**src/rtl/brvp_pkg.sv**
```systemverilog
// shared constants and types for the block residency victim picker
package brvp_pkg;

  localparam int NB      = 64;
  localparam int IDX_W   = 6;
  localparam int CNT_W   = 7;
  localparam int SIZE_W  = 32;
  localparam int SUM_W   = 40;
  localparam int STAMP_W = 48;

  localparam logic [2:0] CMD_REG    = 3'd0;
  localparam logic [2:0] CMD_RES    = 3'd1;
  localparam logic [2:0] CMD_EVICT  = 3'd2;
  localparam logic [2:0] CMD_TOUCH  = 3'd3;
  localparam logic [2:0] CMD_PIN    = 3'd4;
  localparam logic [2:0] CMD_PICK   = 3'd5;
  localparam logic [2:0] CMD_BUDGET = 3'd6;

  localparam logic [1:0] ST_OK       = 2'd0;
  localparam logic [1:0] ST_RANGE    = 2'd1;
  localparam logic [1:0] ST_ZERO     = 2'd2;
  localparam logic [1:0] ST_RESIDENT = 2'd3;

  localparam logic REG_BLOCKS = 1'b0;
  localparam logic REG_MODE   = 1'b1;

  typedef struct packed {
    logic             size_we;
    logic             stamp_we;
    logic             stamp_clr;
    logic [IDX_W-1:0] wr_idx;
    logic [IDX_W-1:0] size_rd_idx;
    logic [IDX_W-1:0] stamp_rd_idx;
  } tbl_req_t;

  typedef struct packed {
    logic             clear;
    logic             en;
    logic             cand;
    logic             mru;
    logic [IDX_W-1:0] idx;
  } cmp_req_t;

  typedef struct packed {
    logic             vld;
    logic [IDX_W-1:0] idx;
  } cmp_res_t;

endpackage

```
**src/rtl/brvp_cmp.sv**
```systemverilog
// shared stamp comparator holding the best candidate of a scan
module brvp_cmp import brvp_pkg::*; (
  input  logic               clk,
  input  logic               rst_n,
  input  cmp_req_t           req,
  input  logic [STAMP_W-1:0] stamp,
  output cmp_res_t           res
);

  logic               best_vld_r;
  logic [IDX_W-1:0]   best_idx_r;
  logic [STAMP_W-1:0] best_stamp_r;
  logic               better;

  // strict compare keeps the lower index on ties
  assign better = req.mru ? (stamp > best_stamp_r) : (stamp < best_stamp_r);

  always_ff @(posedge clk) begin
    if (!rst_n) begin
      best_vld_r <= 1'b0;
    end else if (req.clear) begin
      best_vld_r <= 1'b0;
    end else if (req.en && req.cand && (!best_vld_r || better)) begin
      best_vld_r <= 1'b1;
    end
  end

  always_ff @(posedge clk) begin
    if (!req.clear && req.en && req.cand && (!best_vld_r || better)) begin
      best_idx_r   <= req.idx;
      best_stamp_r <= stamp;
    end
  end

  assign res.vld = best_vld_r;
  assign res.idx = best_idx_r;

endmodule

```
**config.mk**
```make
export PLATFORM = sky130hd
export DESIGN_NAME = brvp_cmp
export DESIGN_NICKNAME = d
export VERILOG_FILES = /design/src/rtl/brvp_pkg.sv /design/src/rtl/brvp_cmp.sv
export SDC_FILE = /design/constraint.sdc
export NUM_CORES = 1
export LEC_CHECK = 0
export ABC_AREA = 1
export BUFFER_PORTS_ARGS = -buffer_cell sky130_fd_sc_hd__buf_2
export CORE_ASPECT_RATIO = 1.5
export CORE_UTILIZATION = 25
export CTS_CLUSTER_DIAMETER = 80
export DETAILED_ROUTE_END_ITERATION = 8
export PLACE_DENSITY_LB_ADDON = 0.05
export SLEW_MARGIN = 10
export SYNTH_ARGS = -nofsm -noshare
export SYNTH_HDL_FRONTEND = slang
export SYNTH_SLANG_ARGS = --single-unit
```
**constraint.sdc**
```tcl
create_clock -name clk -period 3 [get_ports clk]
set_input_delay 0 -clock clk [delete_from_list [all_inputs] [get_ports clk]]
set_output_delay 0 -clock clk [all_outputs]
set_load 0.05 [all_outputs]
```
[After elaboration in Yosys (flattened, before gate mapping)]
Index checks and enable logic that the tools add are counted.
Cells by class
  order comparisons: 2
  reductions and logical operators: 9
  bitwise operators: 1
  mux-type cells: 1
Operators with widths (count)
  48-bit greater-than comparator: 1
  48-bit < comparator: 1
  1-bit logical AND: 5
  1-bit logical NOT: 2
  2-bit OR reduction: 1
  1-bit logical OR: 1
  1-bit two-way mux: 1
  1-bit NOT: 1
Storage, ports and cells
  register bits after elaboration: 55
  logic and storage cells: 16
  input port bits: 60
  output and inout bits: 7

[Logic depth before layout (Yosys ltp)]
Gate-level depths: netlist (run 1).
  word-level depth: 4
  mapped depth: 17
  mapped depth without buffers: 17

[Worst setup path before layout (run 1)]
OpenSTA, ideal clock, no wires.
  path kind: reg-to-reg
  start: register best_stamp_r[47]
  end: register best_idx_r[0], enable pin
  data arrival time: 2.472 ns
  slack: 0.119 ns
  cell stages (with the launch flop): 15
  period minus slack after synthesis: 2.881 ns
  path buffers: 0
  data required time: 2.592 ns
  setup time: 0.408 ns
  cell sequence: edfxtp_1 inv_1 ha_1 nand2_2 nor2_4 nand2_2 nor2_2 nand3b_1 nor2_2 nand2_1 nand3_1 nand2_1 nand3_1 nand2_1 inv_1
On the way
  longest elaborated chain between the ends: 4
  elaborated cells between the ends (all ways): 5
  classes of those cells: order compare: 2; mux: 1; reduce/logical: 2
RTL lines
  start: declaration: RTL line brvp_cmp.sv:12  | logic [STAMP_W-1:0] best_stamp_r;
  start signal: assignment: RTL line brvp_cmp.sv:31  | best_stamp_r <= stamp;
  48-bit < comparator or 48-bit greater-than comparator (tied branches): RTL line brvp_cmp.sv:16  | assign better = req.mru ? (stamp > best_stamp_r) : (stamp < best_stamp_r);
  1-bit two-way mux *: RTL line brvp_cmp.sv:16
  1-bit logical OR *: RTL line brvp_cmp.sv:29  | if (!req.clear && req.en && req.cand && (!best_vld_r || better)) begin
  1-bit logical AND *: RTL line brvp_cmp.sv:29
  end signal: assignment: RTL line brvp_cmp.sv:30  | best_idx_r <= req.idx;
  end: declaration: RTL line brvp_cmp.sv:11  | logic [IDX_W-1:0] best_idx_r;
Every way passes the cells marked *; elsewhere a longest branch is shown, timed or not.
A chain may end at the register's enable or synchronous reset.

[Worst setup path after layout (run 1)]
  start: input port stamp[31]
  end: register best_stamp_r[5], enable pin
On the way
  longest elaborated chain between the ends: 4
  elaborated cells between the ends (all ways): 5
  classes of those cells: order compare: 2; mux: 1; reduce/logical: 2
RTL lines
  start: declaration: RTL line brvp_cmp.sv:6  | input logic [STAMP_W-1:0] stamp,
  48-bit < comparator or 48-bit greater-than comparator (tied branches): RTL line brvp_cmp.sv:16
  1-bit two-way mux *: RTL line brvp_cmp.sv:16
  1-bit logical OR *: RTL line brvp_cmp.sv:29
  1-bit logical AND *: RTL line brvp_cmp.sv:29
Marks and branches as above.

==> impl_metrics.toml, run 1 <==
[setup_path]
cpMostUsedCell = "nand2_1"
max_stage_delay_ns = 0.53
path_max_fanout = 38
criticalPathCategory = "input port to flop"
critPathRequiredTime_ns = 2.98
critPathLaunchType = "input port"
cpMaxStageDelayCell = "dlygate4sd3_1"
cp-end-kind = "flop"
worstPathCellList = "dlygate4sd3_1 -> buf_2 -> ha_1 -> nand2_1 -> inv_1 -> nand3_1 -> nor3_1 -> inv_1 -> nor2_2 -> nand2_1 -> nand3_1 -> nand2_1 -> nand3_1 -> nand2_1 -> inv_2 -> buf_12"
timing.critical_path.arrival_ns = 2.38

[logic_synthesis]
synth_top_area_cell = "edfxtp_1"
yosys_warnings = 0
avgSynthCellArea_um2 = 10.6
synth_top_area_share_pct = 53.5
syn_nets = 394
seq_area_frac_synth_pct = 54.2
synth_edf_count = 54
synthCells = 286
synthTopCellsByCount = "inv_1, nand2_1, edfxtp_1, ha_1, a21oi_1"
synth_area_leaders = "edfxtp_1, ha_1, inv_1"
ys_types = 22
synth.most_common_cell = "inv_1"
yosys_register_bits = 55
yosys_most_used_dff = "edfxtp_1"
synth_area_mm2 = 0.00303
async_flop_share_pct = 0

[floorplan]
start_util_pct = 26.0
die_area_mm2 = 0.0126
chipWidth_um = 91.9
fp.dieH_um = 137
ios = 67
rows = 48
core_area_mm2 = 0.0117

[layout]
drive_above_1_share_pct = 21.3
syn_to_final_growth_pct = 40.9
final_util_pct = 36.6
diodes = 0
finalNetCount = 524
multi_input_area_mm2 = 0.00113
seq_area_mm2 = 0.00164
num-fill-cells = 1219
stdcell_area_mm2 = 0.00427

[grt]
antenna_found_initial = 0
grt_max_degree = 39
grt_pass1_wl_mm = 10.2
grt_pass1_vias = 2277
grt-ovfl-total = 0
track_usage_pct = 10.7

[timing]
tightest_slew_ns = 0.269
fin_crit_sh_pct = 79.8
clock_skew_ns = 0.00548
maxSlewViolCount = 0
min_period_ns = 2.39
fmax_mhz = 418
setup_tns_ns = 0
finalHoldWorstSlack_ns = 0.283
setup_viol = 0
rsz0062_at_grt = "no"
finalHoldViolations = 0
relSlewSlack_pct = 81.9

[outcome]
status = "completed"

[cts]
insertion_delay_ns = 0.29
cts_tree = "yes"
cts_setup_buffers = 0
cts_made_buffers = 5
clkSinkCount = 55
clk_pin_slew_ns = 0.07
htree_levels = 2
clock_path_buffers = 2
cts_root_buf = "clkbuf_16"

[placed_design]
dp_hpwl_mm = 4.72
routabilityCongestion = 0.661
placedInstanceArea_mm2 = 0.00357
buffer_ports.inserted = 66

[detailed_routing]
via_per_inst = 3.98
drtIter0Drc = 33
ant_nets = 0
routed_wl_mm = 6.10
drc_errors = 0
wl_per_cell_um = 10.8
vias = 2257
firstDrtPassIters = 4

[run]
max_cap_violations = 0

[min_path]
hold_path.class = "input port to flop"

[power]
ir_drop_uv = 205
pwr_density_cell_mw_per_mm2 = 399
fin_total_pwr_mw = 1.70
power_leakage_nw = 2.03
## cells in the final DEF, fill, tap and decap left out, drive strengths merged
cell type    instances
buf                 68
inv                 64
nand2               60
dlygate4sd3         56
edfxtp              54
ha                  48
a21oi               20
nor2                18
nand3                5
clkbuf               5
clkinv               5
o21ai                4
a21o                 2
nand4                2
nor3                 2
nand3b               1
o21a                 1
and3                 1
dfxtp                1
## worst paths after layout
path	depth (start not counted)	slack, ns	start	to
worst min register to register	3	0.83	best_vld_r	best_stamp_r[20]
worst max register to register	15	0.62	best_stamp_r[31]	best_stamp_r[5]
worst min-delay path	5	0.28	req[8]	best_stamp_r[20]
worst max-delay path	16	0.61	stamp[31]	best_stamp_r[5]
## area by class of cell
class	count	area share [%]
flip-flops and latches	55	38.5
multi-input cells	164	26.5
repair buffers	124	21.5
inverters	66	5.80
well taps	150	4.40
clock buffers	5	2.93
clock inverters	3	0.352
## state kept, by name, summed over array words and instances (netlist names)
| register | count |
|---|---|
| best_idx_r | 6 |
| best_stamp_r | 48 |
| best_vld_r | 1 |
## stage by stage
step	instances	setup slack (ns)
after floorplan	286	0.119
after global placement	503	0.567
after detailed placement	503	0.551
after CTS	567	0.532
after global routing	567	0.330
final	567	0.606
## cell families after synthesis
logic type / count (synthesis) / share of synthesized area [%]
AO/OA/AOI/OAI: 27 / 4.75
adder cells (fa/ha/maj): 48 / 19.8
buffers and inverters: 67 / 8.43
flip-flops: 55 / 54.2
AND/OR/NAND/NOR: 89 / 12.8
## routing by layer
layer	wire length (um)	share of wire, %	global-route usage [%]
met5	0	0	0
met3	160	2.6	2.00
met4	118	1.9	4.69
met2	3220	53	19.9
met1	2600	43	11.8
## worst max-delay path: cells and delay by family
family	cells	cell delay, ns
adder cells (fa/ha/maj)	1	0.29
buffers and inverters	6	1.27
AND/OR/NAND/NOR	9	0.81
## report_power, final
part | leakage (nW) | total [mW] | internal (mW) | switching [mW]
Combinational | 1.45 | 0.249 | 0.130 | 0.119
Clock | 0.0733 | 0.580 | 0.306 | 0.274
Sequential | 0.504 | 0.874 | 0.869 | 0.00515
Total | 2.03 | 1.70 | 1.31 | 0.398
## timing repair
item                                   4_1_cts  5_1_grt
endpoints found under the hold margin       55        0
hold buffers                                56        0
setup endpoints to repair                    0        0
resized for setup                            0        0
(Power assumes the default switching activity.)
==> run 2: changes to the inputs <==
- ABC_AREA: 1 -> 0
- clock period: 3 -> 2.48 ns (I/O delays scaled with it)
==> impl_metrics.toml, run 2 <==
[outcome]
status = "finished with violations"
violations = "setup timing"

[timing]
finalHoldViolations = 0
setup_tns_ns = -0.765
rsz0062_at_grt = "yes"
relSlewSlack_pct = 82.5
tightest_slew_ns = 0.262
fmax_mhz = 399
fin_crit_sh_pct = 101
finalHoldWorstSlack_ns = 0.418
final.setup.worst_slack_ns = -0.0255
clock_skew_ns = 0.0107
maxSlewViolCount = 0
setup_viol = 39
min_period_ns = 2.51

[logic_synthesis]
synth.most_common_cell = "edfxtp_1"
synth_top_area_share_pct = 55.3
yosys_register_bits = 55
yosys_most_used_dff = "edfxtp_1"
synth_top_area_cell = "edfxtp_1"
syn_nets = 342
synth_edf_count = 54
avgSynthCellArea_um2 = 12.5
seq_area_frac_synth_pct = 56.0
synthCells = 234
synth_area_leaders = "edfxtp_1, ha_1, inv_1"
ys_types = 26
synth_area_mm2 = 0.00293
async_flop_share_pct = 0
yosys_warnings = 0
synthTopCellsByCount = "edfxtp_1, inv_1, ha_1, a21oi_1, nand2_1"

[cts]
htree_levels = 2
clkSinkCount = 55
cts_setup_buffers = 0
clock_path_buffers = 2
insertion_delay_ns = 0.30
clk_pin_slew_ns = 0.07
cts_root_buf = "clkbuf_16"
cts_made_buffers = 5
cts_tree = "yes"

[placed_design]
buffer_ports.inserted = 66
dp_hpwl_mm = 4.75
dp_slack_ns = -0.0930
routabilityCongestion = 0.689
dp_cells = 454
placedInstanceArea_mm2 = 0.00351

[detailed_routing]
drc_errors = 0
routed_wl_mm = 6.72
wl_met3_um = 207
firstDrtPassIters = 6
wl_per_cell_um = 12.9
route.met2.wl_mm = 3.57
vias = 2207
drtIter0Drc = 68
highest_layer = "met4"
wl_met1_mm = 2.82
ant_nets = 0
via_per_inst = 4.23

[floorplan]
die_area_mm2 = 0.0122
fp.dieH_um = 135
core_area_mm2 = 0.0115
start_util_pct = 25.5
chipWidth_um = 90.4
rows = 48
ios = 67

[layout]
largest_reg_flops = 48
final_common_cell = "buf_2"
finalNetCount = 479
top_regs = "best_stamp_r (48), best_idx_r (6), best_vld_r (1)"
fin_cells = 522
final_util_pct = 38.8
syn_to_final_growth_pct = 52.0
final_cell_mix = "buf_2, dlygate4sd3_1, edfxtp_1"
stdcell_area_mm2 = 0.00445
num-fill-cells = 1126
regMostFlops = "best_stamp_r"
diodes = 0
drive_above_1_share_pct = 30.1

[grt]
grt_pass1_vias = 2245
grt_pass1_wl_mm = 11.0
grt-ovfl-total = 0
antenna_found_initial = 0
track_usage_pct = 11.8
grt_max_degree = 18

[setup_path]
cp-end-kind = "flop"
path_max_fanout = 12
criticalPathCategory = "input port to flop"
critPathLaunchType = "input port"
timing.critical_path.arrival_ns = 2.56
critPathRequiredTime_ns = 2.53

[power]
fin_total_pwr_mw = 2.18
pwr_density_cell_mw_per_mm2 = 489
ir_drop_uv = 273
power_leakage_nw = 1.98

[min_path]
hold_path.class = "input port to flop"

[run]
max_cap_violations = 0
run 2: logic make-up after synthesis:
| group | after synthesis | synth area share [%] |
|---|---|---|
| fa+ha+maj | 48 | 20.5 |
| buf+inv | 53 | 6.92 |
| simple gates | 37 | 7.47 |
| flops | 55 | 56.0 |
| mux | 1 | 0.384 |
| compound gates | 40 | 8.71 |
run 2: cell type report:
class | instances | area (um2) | share of cell area [%]
clock buffer | 5 | 125 | 2.81
sequential | 55 | 1640 | 36.9
inverter | 52 | 195 | 4.38
multi-input combinational | 126 | 1220 | 27.5
tap | 150 | 188 | 4.21
timing repair buffer | 131 | 1060 | 23.8
clock inverter | 3 | 20.0 | 0.449
run 2: critical path, cell delays in order:
cell           delay, ns
dlygate4sd3_1       0.54
buf_2               0.14
ha_1                0.32
and4_4              0.21
and4bb_2            0.22
nand4_1             0.15
a21oi_1             0.08
nor4_2              0.25
mux2_4              0.44
buf_12              0.19
run 2: where the power goes:
| part | internal, mW | leakage (nW) | switching [mW] |
|---|---|---|---|
| Sequential | 1.07 | 0.504 | 0.00965 |
| Clock | 0.373 | 0.0658 | 0.335 |
| Combinational | 0.211 | 1.41 | 0.183 |
| Total | 1.65 | 1.98 | 0.528 |
run 2: layer usage:
layer / vias up / global-route usage (%)
met5: - / 0
met4: 0 / 4.84
met3: 6 / 2.14
met2: 41 / 22.1
met1: 1040 / 13.2
li1: 1120 / -
run 2: worst paths after layout:
path,start,to,slack [ns],cells after the start
worst min-delay path,req[5],best_idx_r[5],0.42,2
worst max-delay path,stamp[15],best_stamp_r[11],-0.03,10
worst min register to register,best_vld_r,best_stamp_r[23],1.12,3
worst max register to register,best_stamp_r[19],best_stamp_r[11],-0.01,9
run 2: repair_timing:
action	CTS	global route
pin swaps	6	2
resized for setup	22	7
gates cloned	3	1
hold buffers	56	0
endpoints found under the hold margin	55	0
setup endpoints to repair	54	54
